### config.mk
export PLATFORM = sky130hd
export DESIGN_NAME = mcbf_out_fifo
export DESIGN_NICKNAME = d
export VERILOG_FILES = /design/src/rtl/mcbf_pkg.sv /design/src/rtl/mcbf_out_fifo.sv
export SDC_FILE = /design/constraint.sdc
export NUM_CORES = 1
export LEC_CHECK = 0
export ABC_CLOCK_PERIOD_IN_PS = 2650
export BUFFER_PORTS_ARGS = -buffer_cell sky130_fd_sc_hd__buf_2
export CAP_MARGIN = 20
export CORE_MARGIN = 2
export CORE_UTILIZATION = 55
export CTS_BUF_LIST = sky130_fd_sc_hd__clkbuf_4 sky130_fd_sc_hd__clkbuf_8
export DETAILED_ROUTE_END_ITERATION = 16
export GPL_TIMING_DRIVEN = 0
export PLACE_DENSITY = 0.83
export SLEW_MARGIN = 5
export SYNTH_ARGS = -nofsm -noshare
export SYNTH_HDL_FRONTEND = slang
export SYNTH_SLANG_ARGS = --single-unit
### constraint.sdc
create_clock -name clk -period 2.65 [get_ports clk]
set_input_delay 0.1325 -clock clk [delete_from_list [all_inputs] [get_ports clk]]
set_output_delay 0.1325 -clock clk [all_outputs]
set_load 0.02 [all_outputs]
### src/rtl/mcbf_pkg.sv
// ----------------------------------------------------------------------------
// mcbf_pkg
// Shared constants and types of the RGBA8 mip-chain box filter.
// ----------------------------------------------------------------------------
package mcbf_pkg;

	localparam int MAX_DIM    = 4096;
	localparam int MAX_LEVELS = 13;
	localparam int NUM_HOLD   = MAX_LEVELS - 1;
	localparam int DIM_W      = 13;
	localparam int CNT_W      = $clog2(MAX_DIM);
	localparam int LVL_W      = 4;
	localparam int POS_W      = 11;
	localparam int CH_W       = 8;
	localparam int SUM_W      = 9;
	localparam int FIFO_DEPTH = 4;

	// register indexes of the configuration port
	typedef enum logic [0:0] {
		REG_WIDTH  = 1'b0,
		REG_HEIGHT = 1'b1
	} reg_idx_t;

	// one produced mip pixel
	typedef struct packed {
		logic [LVL_W-1:0] level;
		logic [POS_W-1:0] col;
		logic [POS_W-1:0] row;
		logic [CH_W-1:0]  red;
		logic [CH_W-1:0]  green;
		logic [CH_W-1:0]  blue;
		logic [CH_W-1:0]  alpha;
		logic             last;
	} result_t;

endpackage

### src/rtl/mcbf_out_fifo.sv
// ----------------------------------------------------------------------------
// mcbf_out_fifo
// Small result queue between the level engine and the output channel.
// ----------------------------------------------------------------------------
module mcbf_out_fifo import mcbf_pkg::*; (
	input  logic    clk,
	input  logic    arst_n,
	input  logic    push,
	input  result_t push_data,
	output logic    space,
	output logic    res_valid,
	input  logic    res_ready,
	output result_t res_data
);

	localparam int PTR_W = $clog2(FIFO_DEPTH);

	result_t            mem_q [FIFO_DEPTH];
	logic [PTR_W-1:0]   wr_ptr_q;
	logic [PTR_W-1:0]   rd_ptr_q;
	logic [PTR_W:0]     count_q;
	logic               pop;

	assign space     = (count_q != (PTR_W+1)'(FIFO_DEPTH));
	assign res_valid = (count_q != '0);
	assign res_data  = mem_q[rd_ptr_q];
	assign pop       = res_valid && res_ready;

	// store pushed results
	always_ff @(posedge clk) begin
		if (push) begin
			mem_q[wr_ptr_q] <= push_data;
		end
	end

	// advance pointers and occupancy
	always_ff @(posedge clk or negedge arst_n) begin
		if (!arst_n) begin
			wr_ptr_q <= '0;
			rd_ptr_q <= '0;
			count_q  <= '0;
		end else begin
			if (push) begin
				wr_ptr_q <= wr_ptr_q + 1'b1;
			end
			if (pop) begin
				rd_ptr_q <= rd_ptr_q + 1'b1;
			end
			if (push && !pop) begin
				count_q <= count_q + 1'b1;
			end else if (pop && !push) begin
				count_q <= count_q - 1'b1;
			end
		end
	end

endmodule

Yosys cells after proc, flatten, opt, wreduce, memory -nomap -nowiden:

Memory sizes are Yosys's and may differ from the RTL's.
Cells that the tools add are included.
Widths: inputs -> output; s select.

* memories kept: 1
* memory bits (writable): 236
* memory bits (read-only): 0
* latch bits: 0
* input port bits: 63
* logic and storage cells: 20
* flip-flop bits (word level): 7
* output and inout port bits: 61

* add/subtract/negate cells: 4
* shift-type cells: 0
* multiplexer cells: 4
* multiply operators: 0
* $lt $le $gt $ge: 0
* equal/unequal tests: 1
* div/mod/pow operators: 0
* reductions and logical operators: 7
* bitwise gates (word level): 0

Memories
* mem_q: depth 4, width 59, rd ports 1, clocked after Yosys merged registers in 0, wr ports 1, line mcbf_out_fifo.sv:18 `result_t mem_q [FIFO_DEPTH];`

Operators by type and width (count)
* $mux 3: 2
* $add 2x1->2 const B: 2
* $add 3x1->3 const B: 1
* $logic_and 1x1->1: 3
* $ne 3x3->1 const B: 1
* $reduce_bool 3->1: 1
* $sub 3x1->3 const B: 1
* $logic_not 1->1: 2
* $mux 1: 2
* $reduce_bool 2->1: 1

Depth between registers and ports, before layout:

Gate-level depths: netlist of run 1.

* depth in word-level cells: 5
* gate-level depth with buffers: 8
* gate-level depth less buffers: 8

Least setup slack after synthesis of run 1:

Ideal clock, no wire load.

* kind: reg2reg
* start point: register wr_ptr_q[0]
* end point: memory mem_q[0][0] in the netlist's numbering, enable pin
* clock period less this slack: 2.437 ns
* setup time: 0.423 ns
* buffers on the path: 0
* data required time: 2.227 ns
* setup slack: 0.213 ns
* data arrival time: 2.014 ns
* stages on the path, launching flop included: 4
* cells stage by stage: dfrtp_1 > inv_1 > ha_1 > and2_1

RTL lines
* start: declaration: line mcbf_out_fifo.sv:19 `logic [PTR_W-1:0] wr_ptr_q;`
* start signal: assignment: line mcbf_out_fifo.sv:44 `wr_ptr_q <= wr_ptr_q + 1'b1;`
* end: declaration: line mcbf_out_fifo.sv:18

Straight into the memory's write port.

Final worst setup path of run 1:

* start point: register count_q[1]
* end point: register count_q[2]

* longest elaborated chain between the ends: 5
* elaborated cells between the ends (all ways): 10
* those cells by class: add/sub: 2; mux: 2; reduce/logical: 6

RTL lines
* start: declaration: line mcbf_out_fifo.sv:21 `logic [PTR_W:0] count_q;`
* start signal: assignment: line mcbf_out_fifo.sv:50 `count_q <= count_q + 1'b1;`
* start signal: assignment: line mcbf_out_fifo.sv:52 `count_q <= count_q - 1'b1;`
* branches (longest 5 deep; another with $sub 3x1->3)

Parallel ways; which one is timed is not known. The select of a mux whose other input is x is not followed.
A chain may end at the register's enable or synchronous reset.

==> metrics.txt, run 1 <==
row count 46; CTS clk-pin slew, worst paths 0.06 ns; Hold EP mem_q[2][10]$_DFFE_PP_; Power Density 1090 nW/µm²; Syn Area/Cell 26.1 µm²; f_max 0.483 GHz; Tcrit/Tclk final 78.1%; pre-CTS setup slack 0.576 ns; placed cell area 9980 µm²; Vias 4,326; Tot Pwr 0.0124 W; TritonRoute pass-1 iters 5; area of the multi-input gates 1550 µm²; post-DR vias/cell 5.28; register area 7260 µm²; Hold Crit Depth 2; final setup fails 0; worst hold start push_data[10]; CP arrival 2.50 ns; max_cap viols 0; critical path endpoint category flip-flop; pin count of the biggest net entering global routing 49; Crit path max-delay family simple AND/OR/NAND/NOR gates; status finished clean; grt total ovfl 0; worst-path cell chain or3_1 > nand2_1 > ha_1 > inv_1 > fa_1 > xor2_1 > nor2_1 > xor2_1; initial antenna violation count 0; Clock Skew 0.00855 ns; Post-Syn Area 8980 µm²; Fin. Hold Viols 0; slew margin rel. 76.1%; CP dominant cell by count xor2_1; Critical Path RT 3.07 ns; CP Buf/Inv Count 1; initial DRC count 200; Horiz. Die Dim 132 µm; worst setup margin 0.579 ns; TritonCTS clock tree yes; r2r endpoint count_q[2]$_DFFE_PN0P_; nets 645; deepest clock path buffer count 3; placed wire-length estimate 9.66 mm; max-slew violation count 0; CP peak stage delay 0.42 ns; r2r setup slk 0.58 ns; quantity of I/O buffers inserted on ports 123; I/O pins 124; CTS root buf clkbuf_8; crit path launch count_q[1]$_DFFE_PN0P_; Fill cells 959; Hold Path Class primary input to flip-flop; die area 17,400 µm²; Netlist cell types 20; Slowest-stage cell, CP dfrtp_1; fraction of layout cells with a size suffix above 1 43.9%; DRC errors left 0; Critical Setup Path Class flip-flop to flip-flop; crit path time final 2.07 ns; Reg2Reg Depth 8; Worst-Margin Slew 0.359 ns; htree depth 2; Startpoint Class flip-flop; antenna-violating nets left 0; reg-to-reg startpoint count_q[1]$_DFFE_PN0P_; post-CTS setup buffers 0; GRT Total Usage 18.9%; Leakage 4.03 nW; antenna cells 0; VDD IR max 0.789 mV; Area Growth Syn to Fin 26.7%; first-pass GRT wire length 25.4 mm; Initial Utilization 56.3%; Syn Inst Count 344; final wirelength 16.0 mm; Post-Syn Nets 413; RSZ-0062 raised after global routing no; CP Max Fanout 4; Design Area, Final 11,400 µm²; Yosys warning total 0; Core Area 15,900 µm²; #FFs+latches synth 243; clk_lat worst skew 0.51 ns; Final Wtd Congestion 0.660; clk sink count 243; WL/cell 19.5 µm; number of global-route vias before repair 4,868; CTS buffer count 40; Seq/Total Area, Yosys 80.9%; Die Y 132 µm
==> stage by stage <==
stage	setup TNS [ns]	std cells	hold slack (ns)	util (%)
2_1_floorplan	0	344	-0.163	-
3_5_place_dp	0	687	-0.0291	62.6
3_3_place_gp	-179.50	683	-0.0315	61.9
6_report	0	820	0.371	71.4
5_1_grt	0	820	0.361	71.4
4_1_cts	0	820	0.339	71.4
==> worst reg2reg max path, cell delays in order (launching register included) <==
cell	delay (ns)
dfrtp_1	0.42
or3_1	0.41
nand2_1	0.13
ha_1	0.18
inv_1	0.06
fa_1	0.37
xor2_1	0.17
nor2_1	0.11
xor2_1	0.15
==> where the power goes <==
group / internal (W) / switching, W / total [W]
sequential: 0.00503 / 0.000182 / 0.00521
clock: 0.00173 / 0.00134 / 0.00307
combinational: 0.00184 / 0.00232 / 0.00416
==> state kept, by name, indices dropped and copies added, names as in the netlist <==
name      flops
mem_q       236
count_q       3
rd_ptr_q      2
wr_ptr_q      2
==> synthesized netlist by cell type (all sizes together) <==
cell type	instances	area, µm²
edfxtp	236	7090
mux4	59	1330
buf	13	161
dfrtp	7	175
ha	5	62.6
and2	4	25.0
inv	3	11.3
nand2	3	11.3
xnor2	3	26.3
xor2	3	26.3
nor2	2	7.51
clkbuf	1	3.75
fa	1	20.0
mux2	1	11.3
nand3	1	5.00
o21ai	1	5.00
or3	1	6.26
==> routing by layer <==
metal | vias to the layer above | global-route usage, % | routed length [µm] | share of wire, %
met1 | 2207 | 24.4 | 6590 | 41
li1 | 1937 | - | - | -
met4 | 0 | 5.74 | 222 | 1.4
met2 | 159 | 32.3 | 8280 | 52
met5 | - | 0 | 0 | 0
met3 | 23 | 4.88 | 894 | 5.6
==> how the worst max path moves through the flow <==
stage / cells after the start / slack (ns) / to
2_1_floorplan: 3 / 0.21 / mem_q[0][0]$_DFFE_PP_
3_3_place_gp: 3 / -0.83 / mem_q[0][24]$_DFFE_PP_
3_5_place_dp: 8 / 0.58 / count_q[2]$_DFFE_PN0P_
4_1_cts: 4 / 0.51 / res_data[5]
5_1_grt: 4 / 0.42 / res_data[34]
6_report: 8 / 0.58 / count_q[2]$_DFFE_PN0P_
==> logic make-up (layout without fill, tap and decap cells) <==
logic type               after synthesis  count (layout)  synth area share (%)
buffers and inverters                 17             277                  1.97
XOR/XNOR                               6               6                 0.585
AO/OA/AOI/OAI                          1               1                0.0557
flip-flops                           243             243                  80.9
AND/OR/NAND/NOR                       11              11                 0.613
adder cells (fa/ha/maj)                6               6                 0.920
multiplexers                          60              60                  15.0
==> cell usage in the layout (no fill, tap or decap) <==
cell type	Yosys	layout
buf_6	1	1
and2_4	0	4
clkinv_1	0	8
xor2_1	3	3
mux4_2	58	58
dfrtp_1	7	7
inv_1	3	3
buf_12	6	6
clkbuf_4	0	14
buf_2	6	129
clkinvlp_4	0	2
clkbuf_1	1	1
nor2_1	2	2
clkbuf_8	0	41
mux4_1	1	1
or3_1	1	1
nand2_1	3	3
edfxtp_1	236	236
ha_1	5	5
xnor2_1	3	3
fa_1	1	1
bufinv_16	0	1
mux2_2	1	1
buf_16	0	4
clkinv_2	0	4
nand3_1	1	1
o21ai_0	1	1
dlygate4sd3_1	0	63
==> area by class of cell <==
type                            instances  share of cell area, %
Clock inverter                         15                  0.836
Tap cell                              216                   2.38
Multi-Input combinational cell         84                   13.6
Sequential cell                       243                   63.8
Clock buffer                           55                   5.88
Timing Repair Buffer                  190                   11.9
Buffer                                 14                   1.45
Inverter                                3                 0.0990
==> repair_timing <==
action                                 4_1_cts  5_1_grt
hold buffers                                63        0
resized for setup                            0        0
endpoints found under the hold margin      247        0
Power figures use the tool's default switching activity.
==> run 2, diff against run 1 <==
ABC_AREA = 1   (was unset)
ABC_CLOCK_PERIOD_IN_PS = 1800   (was 2650)
CORE_UTILIZATION = 54   (was 55)
PLACE_DENSITY = 0.84   (was 0.83)
clock period = 1.8 ns   (was 2.65 ns; I/O delays follow)
==> run 2 against run 1 <==
The flow now finishes with violations (setup timing). Register-to-register slack lost 0.52 ns. Cell area is 21% higher. Sequential cell count stayed put. Via count rose by 59%. Setup slack worse by 0.79 ns. Wire length is 61% higher. Core utilization up 5.3 points. Die area grew 12%. Critical path depth is 1 lower. Sequential power grew 48%. Synthesized area is 11% higher. Critical path type is now flip-flop to primary output. Critical endpoint is now res_data[12]. Largest power group is now combinational cells.
==> metrics.txt, run 2 <==
status finished with violations; failing checks setup timing; Biggest register mem_q; Syn Area/Cell 13.4 µm² (-49%); post-synth top area share 71.3% (-7.7 points); Crit path max-delay family buffers and inverters; Yosys warning total 0 (unchanged); worst setup margin -0.207 ns (-0.786 ns); RSZ-0062 raised after global routing yes; antenna-violating nets left 0 (unchanged); Final Wtd Congestion 0.757 (+15%); GRT Total Usage 25.9% (+7.0 points); f_max 0.498 GHz; TritonCTS clock tree yes; initial DRC count 581 (+190%); row count 49 (+6.5%); Fin. Hold Viols 0 (unchanged); CTS clk-pin slew, worst paths 0.07 ns (about the same); Worst-Margin Slew 0.466 ns (+0.107 ns); Die Y 140 µm (+6.0%); CP Max Fanout 10 (+6); clk sink count 243 (unchanged); Critical Path RT 1.71 ns (-1.36 ns); pin count of the biggest net entering global routing 34 (-31%); Horiz. Die Dim 140 µm (+6.0%); fraction of layout cells with a size suffix above 1 33.3% (-11 points); Syn Inst Count 744 (+120%); r2r endpoint count_q[2]$_DFFE_PN0P_; Post-synth top flop edfxtp_1; Hold Crit Depth 2 (unchanged); first-pass GRT wire length 38.6 mm (+52%); Post-Syn Nets 813 (+97%); Initial Utilization 55.2% (-1.1 points); top-count cell post-synth edfxtp_1; critical path endpoint category primary output; most frequent cells in the layout edfxtp_1, nand2_1, inv_1, o211ai_1, buf_2; CP Depth 7 (-1); max-slew violation count 0 (unchanged); Tcrit/Tclk final 111%; worst hold start push_data[55]; pre-CTS setup slack -0.301 ns (-0.877 ns); Tot Pwr 0.0247 W (+99%); placed cell area 11,000 µm² (+9.8%); Post-Syn Area 9950 µm² (+11%); WL/cell 20.4 µm (+4.4%); Core Area 18,000 µm² (+13%); Vias 6,887 (+59%); worst-path cell chain inv_4 > buf_8 > buf_16 > buf_12 > o211ai_1 > nand2_1 > buf_6; TritonRoute pass-1 iters 4 (-1); Seq/Total Area, Yosys 73.0% (-7.9 points); Power Density 1790 nW/µm² (+64%); DRC errors left 0 (unchanged); I/O pins 124 (unchanged); EDFF count, synth 236 (unchanged); VDD IR max 1.04 mV (+31%); top cells by area, synth edfxtp_1, o211ai_1, nand2_1; Area Growth Syn to Fin 38.9%; leading cell types by count after synthesis edfxtp_1, nand2_1, inv_1, o211ai_1, buf_6; slew margin rel. 68.9% (-7.2 points); deepest clock path buffer count 3 (unchanged); Hold EP mem_q[2][55]$_DFFE_PP_; clk_lat worst skew 0.52 ns (about the same); Yosys top cell by area edfxtp_1; initial antenna violation count 2 (+2); nets 1,084 (+68%); Startpoint Class flip-flop; die area 19,500 µm² (+12%); Reg2Reg Depth 10 (+2); reg-to-reg startpoint count_q[0]$_DFFE_PN0P_; commonest non-fill, non-tap cell in the layout edfxtp_1; CP peak stage delay 0.39 ns (-0.03 ns); CTS buffer count 37 (-7.5%); Leakage 5.69 nW (+41%); Netlist cell types 19 (-5.0%); CP Buf/Inv Count 5 (+4); #FFs+latches synth 243 (unchanged); max reg flops 236 (unchanged); crit path time final 2.01 ns; CP arrival 1.92 ns (-0.58 ns); Critical Setup Path Class flip-flop to primary output; CTS root buf clkbuf_8; final wirelength 25.8 mm (+61%); post-DR vias/cell 5.43 (+3.0%); Design Area, Final 13,800 µm² (+21%); final setup fails 59 (+59); Largest regs mem_q x236, count_q x3; Post-synth ARST share 2.88% (unchanged); Min Hold Slack 0.318 ns (-0.0533 ns); placed wire-length estimate 12.4 mm (+29%); htree depth 2 (unchanged); quantity of I/O buffers inserted on ports 123 (unchanged); Hold Path Class primary input to flip-flop; max_cap viols 0 (unchanged); grt total ovfl 0 (unchanged); Slowest-stage cell, CP dfrtp_1; Clock Skew 0.0218 ns (+0.0132 ns); r2r setup slk 0.06 ns (-0.52 ns); number of global-route vias before repair 7,183 (+48%)
## run 2: cell count changes in the layout (fill, tap and decap cells not counted), moves of 12 or more
cell      before  now
inv_1          3  123
mux4_2        58    0
nand2_2        0   41
buf_8          0   12
nand2_1        3  141
buf_2        129   70
nand2_4        0   12
o211ai_2       0   13
buf_4          0   14
buf_12         6   24
buf_6          1   66
o211ai_1       0  105
## run 2: cells by family after synthesis
family                   synth area share (%)
AND/OR/NAND/NOR                          7.64
AO/OA/AOI/OAI                            9.66
adder cells (fa/ha/maj)                 0.830
XOR/XNOR                                0.176
buffers and inverters                    8.68
flip-flops                               73.0
## run 2: report_power, final
| group | leakage (nW) | switching (W) | internal [W] |
|---|---|---|---|
| clock network | 0.372 | 0.00203 | 0.00242 |
| registers | 2.25 | 0.000305 | 0.00741 |
| logic | 3.07 | 0.00670 | 0.00584 |
| total | 5.69 | 0.00904 | 0.0157 |
## run 2: cell type report
cell class / instances / area (µm²)
Sequential cell: 243 / 7260
Fill cell: 985 / 4210
Timing Repair Buffer: 229 / 2440
Multi-Input combinational cell: 328 / 2040
Clock buffer: 48 / 592
Buffer: 39 / 537
Inverter: 133 / 519
Tap cell: 229 / 287
Clock inverter: 13 / 106
Timing Repair inverter: 4 / 30.0
Antenna cell: 2 / 5.00
## run 2: worst max-delay path by stage
stage                             from                      to  slack (ns)
6_report       rd_ptr_q[0]$_DFFE_PN0P_            res_data[12]       -0.21
3_3_place_gp   wr_ptr_q[0]$_DFFE_PN0P_  mem_q[2][20]$_DFFE_PP_       -0.84
2_1_floorplan  wr_ptr_q[0]$_DFFE_PN0P_   mem_q[1][0]$_DFFE_PP_       -0.12
4_1_cts        rd_ptr_q[0]$_DFFE_PN0P_            res_data[26]       -0.20
3_5_place_dp   wr_ptr_q[0]$_DFFE_PN0P_   mem_q[0][8]$_DFFE_PP_       -0.30
5_1_grt        rd_ptr_q[0]$_DFFE_PN0P_            res_data[17]       -0.26
## run 2: routing by layer
metal / global-route usage [%] / part of all wire [%]
met5: 0 / 0
met4: 10.2 / 2.9
met3: 4.75 / 7.3
met2: 45.0 / 52
met1: 32.4 / 38
## run 2: timing repair
action / CTS / global route
buffers inserted: 16 / 5
gates cloned: 23 / 5
resized for setup: 205 / 56
endpoints found under the setup margin: 296 / 94
pin swaps: 45 / 43
hold buffers: 63 / 0
endpoints found under the hold margin: 246 / 0
## run 2: through the flow
stage / cells / setup TNS (ns) / utilization, %
6_report: 1268 / -7.09 / 76.7
5_1_grt: 1268 / -11.67 / 76.7
4_1_cts: 1263 / -8.45 / 75.8
3_5_place_dp: 1100 / -40.21 / 60.8
3_3_place_gp: 1096 / -189.05 / 60.4
2_1_floorplan: 744 / -26.50 / -
==> run 3, diff against run 2 <==
ABC_CLOCK_PERIOD_IN_PS = 2000   (was 1800)
CORE_UTILIZATION = 55   (was 54)
PLACE_DENSITY = 0.82   (was 0.84)
clock period = 2 ns   (was 1.8 ns; I/O delays follow)
==> run 3 against run 2 <==
The run now ends clean. Clock-buffer cell count is 5 higher. Critical path depth unchanged. Worst hold slack improved by 0.012 ns. Wire length is 19% lower. Die area down 1.8%. First-iteration DRC count shrank 36%. Clock skew is 0.0024 ns lower. Cell area shrank 9.6%. Final cell count is 2.5% lower. Combinational power down 40%. Clock power fell by 7.9%. Sequential cell count stayed put. Highest routed layer unchanged.
==> metrics.txt, run 3 (synthesized netlist as in run 2, its figures left out) <==
CTS clk-pin slew, worst paths 0.06 ns (about the same); Reg2Reg Depth 3 (-7); placed wire-length estimate 12.3 mm (-1.3%); Startpoint Class flip-flop; max reg flops 236 (unchanged); Clock Skew 0.0194 ns (-0.00239 ns); Fin. Hold Viols 0 (unchanged); DRC errors left 0 (unchanged); row count 49 (unchanged); f_max 0.522 GHz; antenna cells 0 (-2); WL/cell 16.9 µm (-17%); critical path endpoint category primary output; GRT met3 Usage 4.47% (-0.28 points); I/O pins 124 (unchanged); fraction of layout cells with a size suffix above 1 25.1% (-8.1 points); CTS buffer count 38 (+2.7%); r2r setup slk 0.13 ns (+0.07 ns); initial antenna violation count 0 (-2); Vias 6,381 (-7.3%); status finished clean; Leakage 5.17 nW (-9.1%); Worst-Margin Slew 0.676 ns (+0.209 ns); RSZ-0062 raised after global routing yes; max_cap viols 0 (unchanged); Initial Utilization 55.7% (+0.57 points); worst hold start push_data[34]; Hold EP mem_q[0][34]$_DFFE_PP_; Tcrit/Tclk final 95.7%; grt total ovfl 0 (unchanged); Fill cells 1,216 (+23%); antenna-violating nets left 0 (unchanged); pin count of the biggest net entering global routing 36 (+5.9%); final setup fails 0 (-100%); r2r endpoint mem_q[1][25]$_DFFE_PP_; CTS root buf clkbuf_8; die area 19,200 µm² (-1.8%); GRT met1 Usage 27.8% (-4.6 points); Die Y 138 µm (-0.89%); quantity of I/O buffers inserted on ports 123 (unchanged); post-DR vias/cell 5.16 (-4.9%); first-pass GRT wire length 32.5 mm (-16%); Min Hold Slack 0.330 ns (+0.0119 ns); most frequent cells in the layout edfxtp_1, nand2_1, buf_2, inv_1, o211ai_1; TritonRoute pass-1 iters 4 (unchanged); initial DRC count 370 (-36%); htree depth 2 (unchanged); Biggest register mem_q; final wirelength 20.9 mm (-19%); Final Wtd Congestion 0.707 (-6.6%); clk sink count 243 (unchanged); met2 usage 37.6% (-7.4 points); Largest regs mem_q x236, count_q x3; Core Area 17,800 µm² (-1.0%); Setup TNS 0 ns (+7.09 ns); reg-to-reg startpoint wr_ptr_q[0]$_DFFE_PN0P_; Horiz. Die Dim 138 µm (-0.89%); Critical Setup Path Class flip-flop to primary output; GRT Total Usage 21.9% (-4.0 points); Power Density 1480 nW/µm² (-17%); CP arrival 1.81 ns (-0.11 ns); Area Growth Syn to Fin 25.5%; VDD IR max 1.01 mV (-3.0%); TritonCTS clock tree yes; register area 7260 µm² (about the same); crit path time final 1.91 ns; area of the multi-input gates 1830 µm² (-10%); max-slew violation count 0 (unchanged); deepest clock path buffer count 3 (unchanged); Critical Path RT 1.90 ns (+0.19 ns); nets 1,053 (-2.9%); number of global-route vias before repair 6,473 (-9.9%); clk_lat worst skew 0.53 ns (about the same); GRT busiest layer met2; Hold Crit Depth 2 (unchanged); CP Max Fanout 10 (unchanged); Hold Path Class primary input to flip-flop; commonest non-fill, non-tap cell in the layout edfxtp_1; slew margin rel. 54.7% (-14 points)
==> run 3: power by group <==
group	internal [W]	switching [W]	leakage, nW	total (W)
combinational	0.00264	0.00488	2.53	0.00752
clock	0.00235	0.00175	0.393	0.00410
sequential	0.00666	0.000247	2.25	0.00691
==> run 3: worst max-delay path by stage <==
stage / end / slack, ns / from
floorplan: mem_q[0][0]$_DFFE_PP_ / 0.03 / wr_ptr_q[0]$_DFFE_PN0P_
global placement: mem_q[2][15]$_DFFE_PP_ / -0.71 / wr_ptr_q[0]$_DFFE_PN0P_
detailed placement: mem_q[0][41]$_DFFE_PP_ / -0.1 / wr_ptr_q[0]$_DFFE_PN0P_
CTS: res_data[7] / -0.04 / rd_ptr_q[1]$_DFFE_PN0P_
global route: res_data[7] / -0.005 / rd_ptr_q[0]$_DFFE_PN0P_
finish: res_data[0] / 0.09 / rd_ptr_q[0]$_DFFE_PN0P_
==> run 3: critical path, cell delays in order, from the launching register on <==
cell,delay (ns)
dfrtp_1,0.42
inv_4,0.13
clkbuf_16,0.17
buf_6,0.14
nand2_1,0.06
o211ai_1,0.08
nand2_1,0.11
buf_2,0.17
==> run 3: per-layer routing <==
metal	vias to the layer above	wire [µm]
met3	41	1450
met2	227	10500
li1	3068	-
met5	-	0
met1	3045	8530
met4	0	470
==> run 3: area by class of cell <==
class,count,area share [%]
clock inverter,10,0.732
inverter,133,4.16
clock buffer,53,5.24
timing repair inverter,2,0.100
timing repair buffer,198,11.4
tap,229,2.30
buffer,40,3.22
sequential,243,58.2
multi-input combinational,328,14.6
==> run 3: what timing repair did <==
item,in CTS,in global routing
hold buffers,63,0
gates resized for setup,2,16
setup endpoints to repair,101,92
hold endpoints to repair,246,0
cloned,2,1
buffers inserted,1,4
pin swaps,0,1
==> run 3: stage by stage <==
stage / utilization [%] / setup slack [ns] / instance area, µm² / total power (W) / instances
after global placement: 60.9 / -0.711 / 10900 / 0.0140 / 1096
after CTS: 69.4 / -0.0383 / 12400 / 0.0185 / 1231
after global routing: 70.0 / -0.00505 / 12500 / 0.0195 / 1236
after detailed placement: 61.6 / -0.0951 / 11000 / 0.0142 / 1102
after floorplan: - / 0.0347 / 9960 / 0.0118 / 744
final: 70.0 / 0.0855 / 12500 / 0.0185 / 1236
